==> config.mk <==
export PLATFORM = sky130hd
export DESIGN_NAME = adr_channel_mask_apply_unit
export DESIGN_NICKNAME = d
export VERILOG_FILES = /design/src/sv/acma_pkg.sv /design/src/sv/adr_channel_mask_apply_unit.sv /design/src/sv/acma_flag_mem.sv
export VERILOG_INCLUDE_DIRS = /design/src /design/src/sv
export SDC_FILE = /design/constraint.sdc
export NUM_CORES = 1
export LEC_CHECK = 0
export BUFFER_PORTS_ARGS = -buffer_cell sky130_fd_sc_hd__buf_4
export CAP_MARGIN = 20
export CORE_ASPECT_RATIO = 0.75
export CORE_MARGIN = 2
export CORE_UTILIZATION = 28
export DETAILED_ROUTE_END_ITERATION = 16
export PLACE_DENSITY_LB_ADDON = 0.15
export SYNTH_ARGS = -nofsm -noshare
export SYNTH_HDL_FRONTEND = slang
export SYNTH_SLANG_ARGS = --single-unit
==> constraint.sdc <==
create_clock -name clk_i -period 3.2 [get_ports clk_i]
set_input_delay 0.16 -clock clk_i [delete_from_list [all_inputs] [get_ports clk_i]]
set_output_delay 0.16 -clock clk_i [all_outputs]
set_load 0.05 [all_outputs]
==> src/sv/adr_channel_mask_apply_unit_defines.svh <==
// ----------------------------------------------------------------------------
// Assertion macros for the channel mask apply unit
// Concurrent checks clocked on clk_i and disabled while rst_ni is low.
// ----------------------------------------------------------------------------
`ifndef ADR_CHANNEL_MASK_APPLY_UNIT_DEFINES_SVH
`define ADR_CHANNEL_MASK_APPLY_UNIT_DEFINES_SVH

`ifndef ASSERT_OFF
// Property holds at every clock edge outside reset.
`define ACMA_ASSERT(lbl, prop, msg) \
  lbl: assert property (@(posedge clk_i) disable iff (!rst_ni) (prop)) else $error(msg);
// Property never holds at a clock edge outside reset.
`define ACMA_ASSERT_NEVER(lbl, prop, msg) \
  lbl: assert property (@(posedge clk_i) disable iff (!rst_ni) !(prop)) else $error(msg);
`else
`define ACMA_ASSERT(lbl, prop, msg)
`define ACMA_ASSERT_NEVER(lbl, prop, msg)
`endif

`endif

==> src/sv/acma_pkg.sv <==
// ----------------------------------------------------------------------------
// Channel mask apply package
// Beat types, status codes, mask control codes and the slot mapping function.
// ----------------------------------------------------------------------------
package acma_pkg;

  localparam int unsigned JoinSlots  = 3;
  localparam int unsigned BankSize   = 16;
  localparam int unsigned BlockSize  = 8;
  localparam int unsigned BlockBits  = 10;
  localparam int unsigned SlotW      = 7;  // wide enough for any slot up to 80
  localparam int unsigned CfgW       = 5;
  localparam int unsigned CountW     = 5;
  localparam logic [CfgW-1:0] CfgReset = 5'd3;

  localparam logic [2:0] CtrlBlocks = 3'd5;
  localparam logic [2:0] CtrlAllOn  = 3'd6;
  localparam logic [2:0] CtrlRsvd   = 3'd7;

  typedef enum logic [2:0] {
    ST_OK       = 3'd0,
    ST_BAD_CTRL = 3'd1,
    ST_RSV_BITS = 3'd2,
    ST_NO_BANK  = 3'd3,
    ST_JOIN_OFF = 3'd4,
    ST_NONE_ON  = 3'd5
  } status_e;

  typedef struct packed {
    logic        req_type;
    logic [3:0]  channel_index;
    logic        entry_defined;
    logic        entry_enabled;
    logic [2:0]  mask_control;
    logic [15:0] channel_mask;
  } req_t;

  typedef struct packed {
    logic [2:0]        status;
    logic [CountW-1:0] active_count;
  } res_t;

  typedef struct packed {
    logic defined;
    logic enabled;
  } flags_t;

  typedef struct packed {
    logic       covered;
    logic [3:0] mbit;
  } slot_map_t;

  // Which mask bit governs a slot under a given control value.
  function automatic slot_map_t slot_map(logic [2:0] ctrl, logic [SlotW-1:0] slot);
    slot_map_t m;
    m.covered = 1'b0;
    m.mbit    = '0;
    if (ctrl == CtrlBlocks) begin
      m.covered = (32'(slot) < BlockBits * BlockSize);
      m.mbit    = slot[6:3];
    end else begin
      m.covered = (slot[SlotW-1:4] == ctrl);
      m.mbit    = slot[3:0];
    end
    return m;
  endfunction

endpackage

==> src/sv/adr_channel_mask_apply_unit.sv <==
// ----------------------------------------------------------------------------
// Channel mask apply unit
// Channel table with defined and enabled flags, updated by slot writes and
// by channel mask requests.
// ----------------------------------------------------------------------------
//
//  Channel   Handshake                 Payload
//  --------  ------------------------  -------------------------------------
//  request   start_i high, busy_o low  req_i  (slot write or mask request)
//  result    res_valid_o, one cycle    res_o  (status, enabled count)
//  config    cfg_valid_i & cfg_ready_o cfg_data_i (channel count)
//
// Each request walks the flag memory over the effective channel count, one
// slot a cycle through its single read port, to commit (when allowed) and to
// count; a mask request that passes the early checks, other than all-on, first
// walks it once more to check for any slot that stays on.
// Reset clears every flag through per-entry valid bits and sets the count to
// three. The result beat cannot be stalled; busy_o falls as it is shown.

`include "adr_channel_mask_apply_unit_defines.svh"

module adr_channel_mask_apply_unit import acma_pkg::*; #(
  parameter int unsigned CHANNELS = 16
) (
  input  logic            clk_i,
  input  logic            rst_ni,
  input  logic            start_i,
  input  req_t            req_i,
  output logic            busy_o,
  output logic            res_valid_o,
  output res_t            res_o,
  input  logic            cfg_valid_i,
  input  logic [CfgW-1:0] cfg_data_i,
  output logic            cfg_ready_o
);

  localparam int unsigned AddrW = (CHANNELS > 1) ? $clog2(CHANNELS) : 1;
  localparam int unsigned PtrW  = $clog2(CHANNELS + 1);

  // The check walk looks for any slot that stays on; the main walk commits
  // the new flags (when allowed) and counts the enabled slots.
  typedef enum logic [1:0] {
    S_IDLE,
    S_CHECK,
    S_WALK
  } state_e;

  state_e          state_q, state_d;
  req_t            req_q, req_d;
  logic [CfgW-1:0] cfg_q;
  logic [PtrW-1:0] ptr_q, ptr_d;
  logic            pend_q, pend_d;
  logic [PtrW-1:0] pend_slot_q, pend_slot_d;
  logic            modify_q, modify_d;
  logic            any_on_q, any_on_d;
  status_e         status_q, status_d;
  logic [CountW-1:0] tally_q, tally_d;
  logic            res_valid_q, res_valid_d;
  res_t            res_q, res_d;

  logic            accept;
  logic [PtrW-1:0] eff_cnt;
  logic            rd_en;
  flags_t          rd_flags;
  logic            wr_en;
  logic [AddrW-1:0] wr_addr;
  flags_t          wr_data;
  slot_map_t       pm;
  logic            new_en;
  logic            walk_done;
  logic            join_off;
  logic [SlotW-1:0] first_slot;
  slot_map_t       jm;

  assign accept      = start_i && !busy_o;
  assign busy_o      = (state_q != S_IDLE);
  assign cfg_ready_o = (state_q == S_IDLE);
  assign res_valid_o = res_valid_q;
  assign res_o       = res_q;

  // The count register may exceed the table size; clip it.
  assign eff_cnt = (32'(cfg_q) < CHANNELS) ? PtrW'(cfg_q) : PtrW'(CHANNELS);

  assign rd_en     = (state_q != S_IDLE) && (ptr_q < eff_cnt);
  assign walk_done = !(ptr_q < eff_cnt) && !pend_q;

  // New enabled flag of the slot whose data has just come back.
  assign pm = slot_map(req_q.mask_control, SlotW'(pend_slot_q));
  always_comb begin
    new_en = rd_flags.enabled;
    if (req_q.mask_control == CtrlAllOn) begin
      new_en = rd_flags.defined | rd_flags.enabled;
    end else if (rd_flags.defined && pm.covered) begin
      new_en = req_q.channel_mask[pm.mbit];
    end
  end

  // Early checks on the incoming request; they need no table data.
  always_comb begin
    join_off   = 1'b0;
    jm         = '0;
    first_slot = (req_i.mask_control == CtrlBlocks) ? '0 : {req_i.mask_control, 4'b0};
    for (int j = 0; j < JoinSlots; j++) begin
      jm = slot_map(req_i.mask_control, SlotW'(j));
      if ((32'(j) < 32'(eff_cnt)) && jm.covered && !req_i.channel_mask[jm.mbit]) begin
        join_off = 1'b1;
      end
    end
  end

  // Memory write: slot write at acceptance, or commit during the main walk.
  always_comb begin
    wr_en   = 1'b0;
    wr_addr = pend_slot_q[AddrW-1:0];
    wr_data = '{defined: rd_flags.defined, enabled: new_en};
    if (accept && !req_i.req_type) begin
      wr_en   = (32'(req_i.channel_index) < CHANNELS);
      wr_addr = AddrW'(req_i.channel_index);
      wr_data = '{defined: req_i.entry_defined, enabled: req_i.entry_enabled};
    end else if ((state_q == S_WALK) && pend_q && modify_q) begin
      wr_en = 1'b1;
    end
  end

  always_comb begin
    state_d     = state_q;
    req_d       = req_q;
    ptr_d       = ptr_q;
    pend_d      = rd_en;
    pend_slot_d = ptr_q;
    modify_d    = modify_q;
    any_on_d    = any_on_q;
    status_d    = status_q;
    tally_d     = tally_q;
    res_valid_d = 1'b0;
    res_d       = res_q;
    if (rd_en) begin
      ptr_d = PtrW'(ptr_q + 1'b1);
    end

    unique case (state_q)
      S_IDLE: begin
        pend_d = 1'b0;
        if (accept) begin
          req_d    = req_i;
          ptr_d    = '0;
          tally_d  = '0;
          any_on_d = 1'b0;
          modify_d = 1'b0;
          status_d = ST_OK;
          state_d  = S_WALK;
          if (req_i.req_type) begin
            if (req_i.mask_control == CtrlAllOn) begin
              modify_d = 1'b1;
            end else if (req_i.mask_control == CtrlRsvd) begin
              status_d = ST_BAD_CTRL;
            end else if ((req_i.mask_control == CtrlBlocks) &&
                         (req_i.channel_mask[15:BlockBits] != '0)) begin
              status_d = ST_RSV_BITS;
            end else if (!(32'(first_slot) < 32'(eff_cnt))) begin
              status_d = ST_NO_BANK;
            end else if (join_off) begin
              status_d = ST_JOIN_OFF;
            end else begin
              state_d = S_CHECK;
            end
          end
        end
      end
      S_CHECK: begin
        if (pend_q && rd_flags.defined && new_en) begin
          any_on_d = 1'b1;
        end
        if (walk_done) begin
          ptr_d   = '0;
          state_d = S_WALK;
          if (any_on_q) begin
            modify_d = 1'b1;
          end else begin
            status_d = ST_NONE_ON;
          end
        end
      end
      S_WALK: begin
        if (pend_q && rd_flags.defined && (modify_q ? new_en : rd_flags.enabled)) begin
          tally_d = CountW'(tally_q + 1'b1);
        end
        if (walk_done) begin
          res_valid_d        = 1'b1;
          res_d.status       = status_q;
          res_d.active_count = tally_q;
          state_d            = S_IDLE;
        end
      end
      default: state_d = S_IDLE;
    endcase
  end

  always_ff @(posedge clk_i or negedge rst_ni) begin
    if (!rst_ni) begin
      state_q     <= S_IDLE;
      cfg_q       <= CfgReset;
      ptr_q       <= '0;
      pend_q      <= 1'b0;
      modify_q    <= 1'b0;
      any_on_q    <= 1'b0;
      status_q    <= ST_OK;
      tally_q     <= '0;
      res_valid_q <= 1'b0;
    end else begin
      state_q     <= state_d;
      ptr_q       <= ptr_d;
      pend_q      <= pend_d;
      modify_q    <= modify_d;
      any_on_q    <= any_on_d;
      status_q    <= status_d;
      tally_q     <= tally_d;
      res_valid_q <= res_valid_d;
      if (cfg_valid_i && cfg_ready_o) begin
        cfg_q <= cfg_data_i;
      end
    end
  end

  always_ff @(posedge clk_i) begin
    req_q       <= req_d;
    pend_slot_q <= pend_slot_d;
    res_q       <= res_d;
  end

  acma_flag_mem #(
    .Depth (CHANNELS),
    .AddrW (AddrW)
  ) u_flag_mem (
    .clk_i     (clk_i),
    .rst_ni    (rst_ni),
    .wr_en_i   (wr_en),
    .wr_addr_i (wr_addr),
    .wr_data_i (wr_data),
    .rd_en_i   (rd_en),
    .rd_addr_i (ptr_q[AddrW-1:0]),
    .rd_data_o (rd_flags)
  );

  // A result beat only ends a walk, and never two in a row.
  `ACMA_ASSERT(a_res_after_walk, res_valid_o |-> $past(state_q == S_WALK), "result without walk")
  `ACMA_ASSERT(a_res_single, res_valid_o |=> !res_valid_o, "result strobe held")
  // Commits only touch slots inside the effective count.
  `ACMA_ASSERT(a_commit_in_range, (wr_en && (state_q == S_WALK)) |-> (pend_slot_q < eff_cnt),
               "commit beyond channel count")
  // A mask commit is only reached with a clean status.
  `ACMA_ASSERT_NEVER(a_commit_status, modify_q && (state_q == S_WALK) && (status_q != ST_OK),
                     "commit on rejected request")

endmodule

==> src/sv/acma_flag_mem.sv <==
// ----------------------------------------------------------------------------
// Channel flag memory
// One write and one registered read port; entries never written read as zero.
// ----------------------------------------------------------------------------
module acma_flag_mem import acma_pkg::*; #(
  parameter int unsigned Depth = 16,
  parameter int unsigned AddrW = 4
) (
  input  logic             clk_i,
  input  logic             rst_ni,
  input  logic             wr_en_i,
  input  logic [AddrW-1:0] wr_addr_i,
  input  flags_t           wr_data_i,
  input  logic             rd_en_i,
  input  logic [AddrW-1:0] rd_addr_i,
  output flags_t           rd_data_o
);

  flags_t           mem_q [Depth];
  logic [Depth-1:0] vld_q;
  flags_t           rd_q;
  logic             rd_vld_q;

  always_ff @(posedge clk_i) begin
    if (wr_en_i) begin
      mem_q[wr_addr_i] <= wr_data_i;
    end
    if (rd_en_i) begin
      rd_q <= mem_q[rd_addr_i];
    end
  end

  always_ff @(posedge clk_i or negedge rst_ni) begin
    if (!rst_ni) begin
      vld_q    <= '0;
      rd_vld_q <= 1'b0;
    end else begin
      if (wr_en_i) begin
        vld_q[wr_addr_i] <= 1'b1;
      end
      if (rd_en_i) begin
        rd_vld_q <= vld_q[rd_addr_i];
      end
    end
  end

  assign rd_data_o = rd_vld_q ? rd_q : '0;

endmodule
After elaboration in Yosys (flattened, before gate mapping)
Memory sizes are Yosys's and may differ from the RTL's. A register that Yosys moved wholly into a read port is not among the register bits.
Index checks and enable logic that the tools add are counted.
- memories: 1
- logic and storage cells: 158
- output and inout port bits: 11
- bits in writable memories: 32
- register bits after elaboration: 73
- input port bits: 35
- memories (name ; depth ; bits a word ; rd ports ; clocked after Yosys merged registers in ; wr ports ; RTL line ; source):
    u_flag_mem.mem_q ; 16 ; 2 ; 1 ; 1 ; 1 ; acma_flag_mem.sv:19 ; flags_t mem_q [Depth];
- bitwise operators: 2
- eq/ne operators: 15
- muxes and demuxes: 70
- add/sub/neg operators: 2
- reduce and logical (&&, ||, !) cells: 39
- magnitude comparators: 13
- operators by type and width (operator ; count):
    5-bit two-way mux ; 10
    4-bit by 5-bit < comparator with 1-bit output (second input constant) ; 6
    3-bit two-way mux ; 9
    1-bit two-way mux ; 26
    2-bit two-way mux ; 11
    1-bit binary-select mux with 4-bit select ; 5
    5-bit one-hot mux with 2 select lines ; 2
    1-bit logical AND ; 19
    16-bit OR ; 1
    3-bit equality test (second input constant) ; 5
    5-bit by 1-bit adder with 5-bit output (second input constant) ; 2
    1-bit by 5-bit < comparator with 1-bit output (first input constant) ; 2
    2-bit inequality test (second input constant) ; 5
    3-bit AND reduction ; 3
    4-bit AND reduction ; 2
    1-bit zero test ; 7
    7-bit by 5-bit < comparator with 1-bit output ; 1
    7-bit two-way mux ; 1
    2-bit one-hot mux with 3 select lines ; 1
    3-bit one-hot mux with 2 select lines ; 1
    2-bit nonzero test ; 3
    6-bit nonzero test ; 1
    2-bit by 5-bit < comparator with 1-bit output (first input constant) ; 1
    5-bit < comparator ; 1
    13 further kinds ; 16

Longest topological paths before layout
- depth after elaboration: 17
- gate-level depth with buffers: 9
- gate-level depth less buffers: 9

Modules after synthesis
A second synthesis with hierarchy kept.
- cell total of the unflattened synthesis: 331
- area, all modules: 4699.5 sq um
- by module, submodules not included (module ; area an instance (sq um) ; instances ; seq. area each (sq um) ; cells each):
    adr_channel_mask_apply_unit ; 2626.3 ; 1 ; 1514.0 ; 218
    acma_flag_mem ; 2073.2 ; 1 ; 1446.4 ; 113

Worst setup path before layout
OpenSTA, ideal clock, no wires.
- kind: register -> register
- from: reg state_q[1]
- to: mem u_flag_mem.mem_q[0][0] in the netlist's numbering, data pin
- stages on the path, launching flop included: 8
- data arrival time: 2.500 ns
- library setup time: 0.330 ns
- period minus slack after synthesis: 2.830 ns
- required time: 2.870 ns
- buffers on the path: 0
- setup slack: 0.370 ns
- cells stage by stage: dfrtp_1 or2_1 inv_2 nand2_2 inv_2 nand2b_1 nand3_1 o21ai_0
- RTL lines (element ; RTL line ; source):
    start: declaration ; adr_channel_mask_apply_unit.sv:48 ; state_e state_q, state_d;
    start signal: assignment ; adr_channel_mask_apply_unit.sv:211 ; state_q <= state_d;
    end: declaration ; acma_flag_mem.sv:19 ;

==> results.json <==
{
  "clkPwrFrac_pct": 21.2,
  "worst_hold_path_type": "in -> reg",
  "f_max_mhz": 368.4,
  "worst-endpoint-arrival_ps": 2810,
  "finalHoldViolCount": 0,
  "fp.dieH_um": 118.5,
  "setup-tns-final_ps": 0,
  "worstSkewPairLatency_ps": 350,
  "multi_input_area_mm2": 0.001817,
  "dr_total_vias": 3219,
  "worst_slack_ps": 485.6,
  "netlist_top_cells_count": "edfxtp_1, dfrtp_1, nor2_1",
  "status": "complete, no violations",
  "die_w_um": 156.7,
  "pre_cts_slack_ps": 518.3,
  "combinationalPowerShare_pct": 36.5,
  "setup_viol": 0,
  "synth_edf_count": 61,
  "final_antenna_net_count": 0,
  "slowest_cell_on_the_critical_path": "edfxtp_1",
  "global_route_wire_length_before_repair_um": 18590,
  "clockBufferDepth": 2,
  "synth.cell_area_mm2": 0.004895,
  "share_seq_of_total_power_pct": 42.3,
  "synth.top_cells.by_area": "edfxtp_1, dfrtp_1, mux4_2, nor2_1, mux2i_1",
  "flow.area_growth_from_synthesis_pct": 22.21,
  "dr_drc_count": 0,
  "synthCells": 370,
  "syn-num-nets": 412,
  "synth_largest_area_cell": "edfxtp_1",
  "grt.overflow.total": 0,
  "synth.ff_latch_count": 107,
  "min_path_cells": 3,
  "grt_antenna_before_repair": 0,
  "core_mm2": 0.01698,
  "timing.critical_path.from": "req_q[16]",
  "antenna_cells": 0,
  "hold_path.startpoint": "cfg_data_i[4]",
  "cts.sink_count": 107,
  "layout.filler_cells": 1643,
  "worstRegToRegCells": 8,
  "synth-seq-area-share_pct": 60.48,
  "maxCapViolCount": 0,
  "leakagePower_nw": 2.297,
  "die-area_mm2": 0.01857,
  "num_io_pins": 46,
  "max_slew.worst_pin.slew_ps": 712.7,
  "timing_max_transition_violations_final": 0,
  "yosysWarnings": 0,
  "detail_route.vias_per_cell": 4.748,
  "rows": 41,
  "fin_crit_sh_pct": 84.82,
  "register_area_mm2": 0.002960,
  "cell_internal_pwr_mw": 3.362,
  "period_needed_ps": 2714,
  "grt_use_total_pct": 13.39,
  "worstSetupPathType": "reg -> reg",
  "power.density_cell_area_mw_per_mm2": 897.4,
  "cts_resized": 0,
  "gp_congestion": 0.7546,
  "rsz0062_at_grt": "no",
  "max-vdd-ir-drop_uv": 392.6,
  "first_iter_violations": 249,
  "slew_headroom_pct": 52.31,
  "worst_ep_required_time_ps": 3290,
  "port-buffer-count": 45,
  "power.switching_fraction_pct": 37.38,
  "synth-main-ff-cell": "edfxtp_1",
  "syn_avg_cell_area_um2": 13.23,
  "cts.reportedPaths.clkPinSlew_ps": 80,
  "final_cell_count_no_fill": 678,
  "cpPeakStageDelay_ps": 500,
  "largest_net_degree_at_the_start_of_global_routing": 42,
  "crit_path_end_kind": "flop",
  "r2r-start": "req_q[16]",
  "synth_most_common_cell": "edfxtp_1",
  "power_switching_mw": 2.007,
  "first_pass_iters": 5,
  "detail_route.wirelength_um": 11770,
  "start_util_pct": 28.83,
  "drive_above_1_share_pct": 25.79,
  "number_of_global_route_vias_before_repair": 3171,
  "critPathLaunchType": "flop",
  "cts_made_buffers": 9,
  "htreeDepth": 3,
  "synth_top_cell_area_share_pct": 37.42,
  "post-place-cells": 645,
  "postSynth.asyncResetShare_pct": 38.32,
  "yosys.cell_types.count": 60,
  "dpl.hpwl_um": 8431,
  "nets": 479,
  "tritoncts": "yes",
  "avgRoutedWirePerCell_um": 17.36,
  "cts_root_buf": "clkbuf_16",
  "fin_worst_skew_ps": 13.23,
  "timing.critical_path.fanout_max": 16,
  "path_cells": "and3b_1 -> mux2i_4 -> mux2i_1 -> o32a_1 -> o211a_2 -> nor2b_1 -> o21ai_0 -> buf_4"
}
==> cells in the final DEF (no fill, tap or decap), drive strengths merged, types with 3 or more instances in the layout <==
cell type    instances
mux2                 5
nand2b               4
o21a                 5
dfrtp               39
mux4                16
nor3                 7
o21ai               13
dfxtp                5
clkbuf               9
o31ai                3
inv                 17
a211o                3
nor2b                5
and2                 5
and3                 4
edfxtp              61
a21oi               14
a31oi                7
dlygate4sd3         17
a32oi                3
mux2i               12
buf                 51
nor2                32
xor2                 4
or2                 18
nor3b                3
nand3               10
nand4                4
nand2               23
ha                   7
==> area by class of cell <==
cell class,count,area share [%]
inverters,12,0.7530
multi-input cells,239,30.37
well taps,236,4.936
clock buffers,9,3.765
repair buffers,68,9.245
clock inverters,7,1.443
flip-flops and latches,107,49.49
==> sequential cells by signal (all words and copies together), names as in the netlist, 2 cells and up <==
| signal | cells |
|---|---|
| pend_slot_d | 5 |
| state_q | 2 |
| pend_slot_q | 5 |
| cfg_q | 5 |
| tally_q | 5 |
| status_q | 3 |
| u_flag_mem.vld_q | 16 |
| req_q | 19 |
| res_o | 8 |
| u_flag_mem.mem_q | 32 |
| u_flag_mem.rd_q | 2 |
==> what timing repair did <==
action	CTS	global route
setup buffers	0	0
hold buffers	17	0
hold endpoints to repair	55	0
==> critical path, delay by kind of cell (launching register included) <==
kind | cells | cell delay (ps)
simple gates | 2 | 640
mux | 2 | 560
compound gates | 3 | 550
flops | 1 | 500
buf+inv | 1 | 200
==> through the flow <==
step	utilization, %	power [mW]	area [um2]	hold WS [ps]
2_1_floorplan	-	3.626	4895	-135.6
3_3_place_gp	32.39	4.214	5500	201.1
3_5_place_dp	32.39	4.250	5500	205.8
4_1_cts	35.23	5.438	5982	7.665
5_1_grt	35.23	5.715	5982	31.07
6_report	35.23	5.368	5982	16.46
==> worst paths after layout <==
path | to | slack [ps]
max in group asynchronous | modify_q | 2460
worst max register to register | u_flag_mem.mem_q[8][0] | 490
worst max-delay path | u_flag_mem.mem_q[8][0] | 490
worst min register to register | pend_slot_q[4] | 450
worst min-delay path | cfg_q[4] | 20
min in group asynchronous | u_flag_mem.vld_q[12] | 350
==> metal layers <==
layer / routed length, um / vias to the layer above / GRT usage [%] / part of all wire, %
met4: 162 / 0 / 3.612 / 1.4
met5: 0 / - / 0 / 0
met2: 4893 / 83 / 18.36 / 42
met3: 514 / 13 / 2.897 / 4.4
met1: 6203 / 1596 / 21.01 / 53
li1: - / 1527 / - / -
==> logic make-up after synthesis <==
| logic type | count (synthesis) | synth area share, % |
|---|---|---|
| mux | 33 | 11.22 |
| simple gates | 126 | 13.32 |
| buf+inv | 24 | 2.403 |
| compound gates | 68 | 9.893 |
| xor+xnor | 5 | 0.8946 |
| flops | 107 | 60.48 |
| fa+ha+maj | 7 | 1.789 |
==> power groups by stage <==
stage | Sequential (mW) | Clock, mW | Combinational (mW)
finish | 2.27 | 1.14 | 1.96
detailed placement | 2.30 | 0 | 1.95
CTS | 2.27 | 1.19 | 1.98
global placement | 2.29 | 0 | 1.92
global route | 2.33 | 1.23 | 2.15
floorplan | 2.27 | 0 | 1.36
Power figures use the tool's default switching activity.
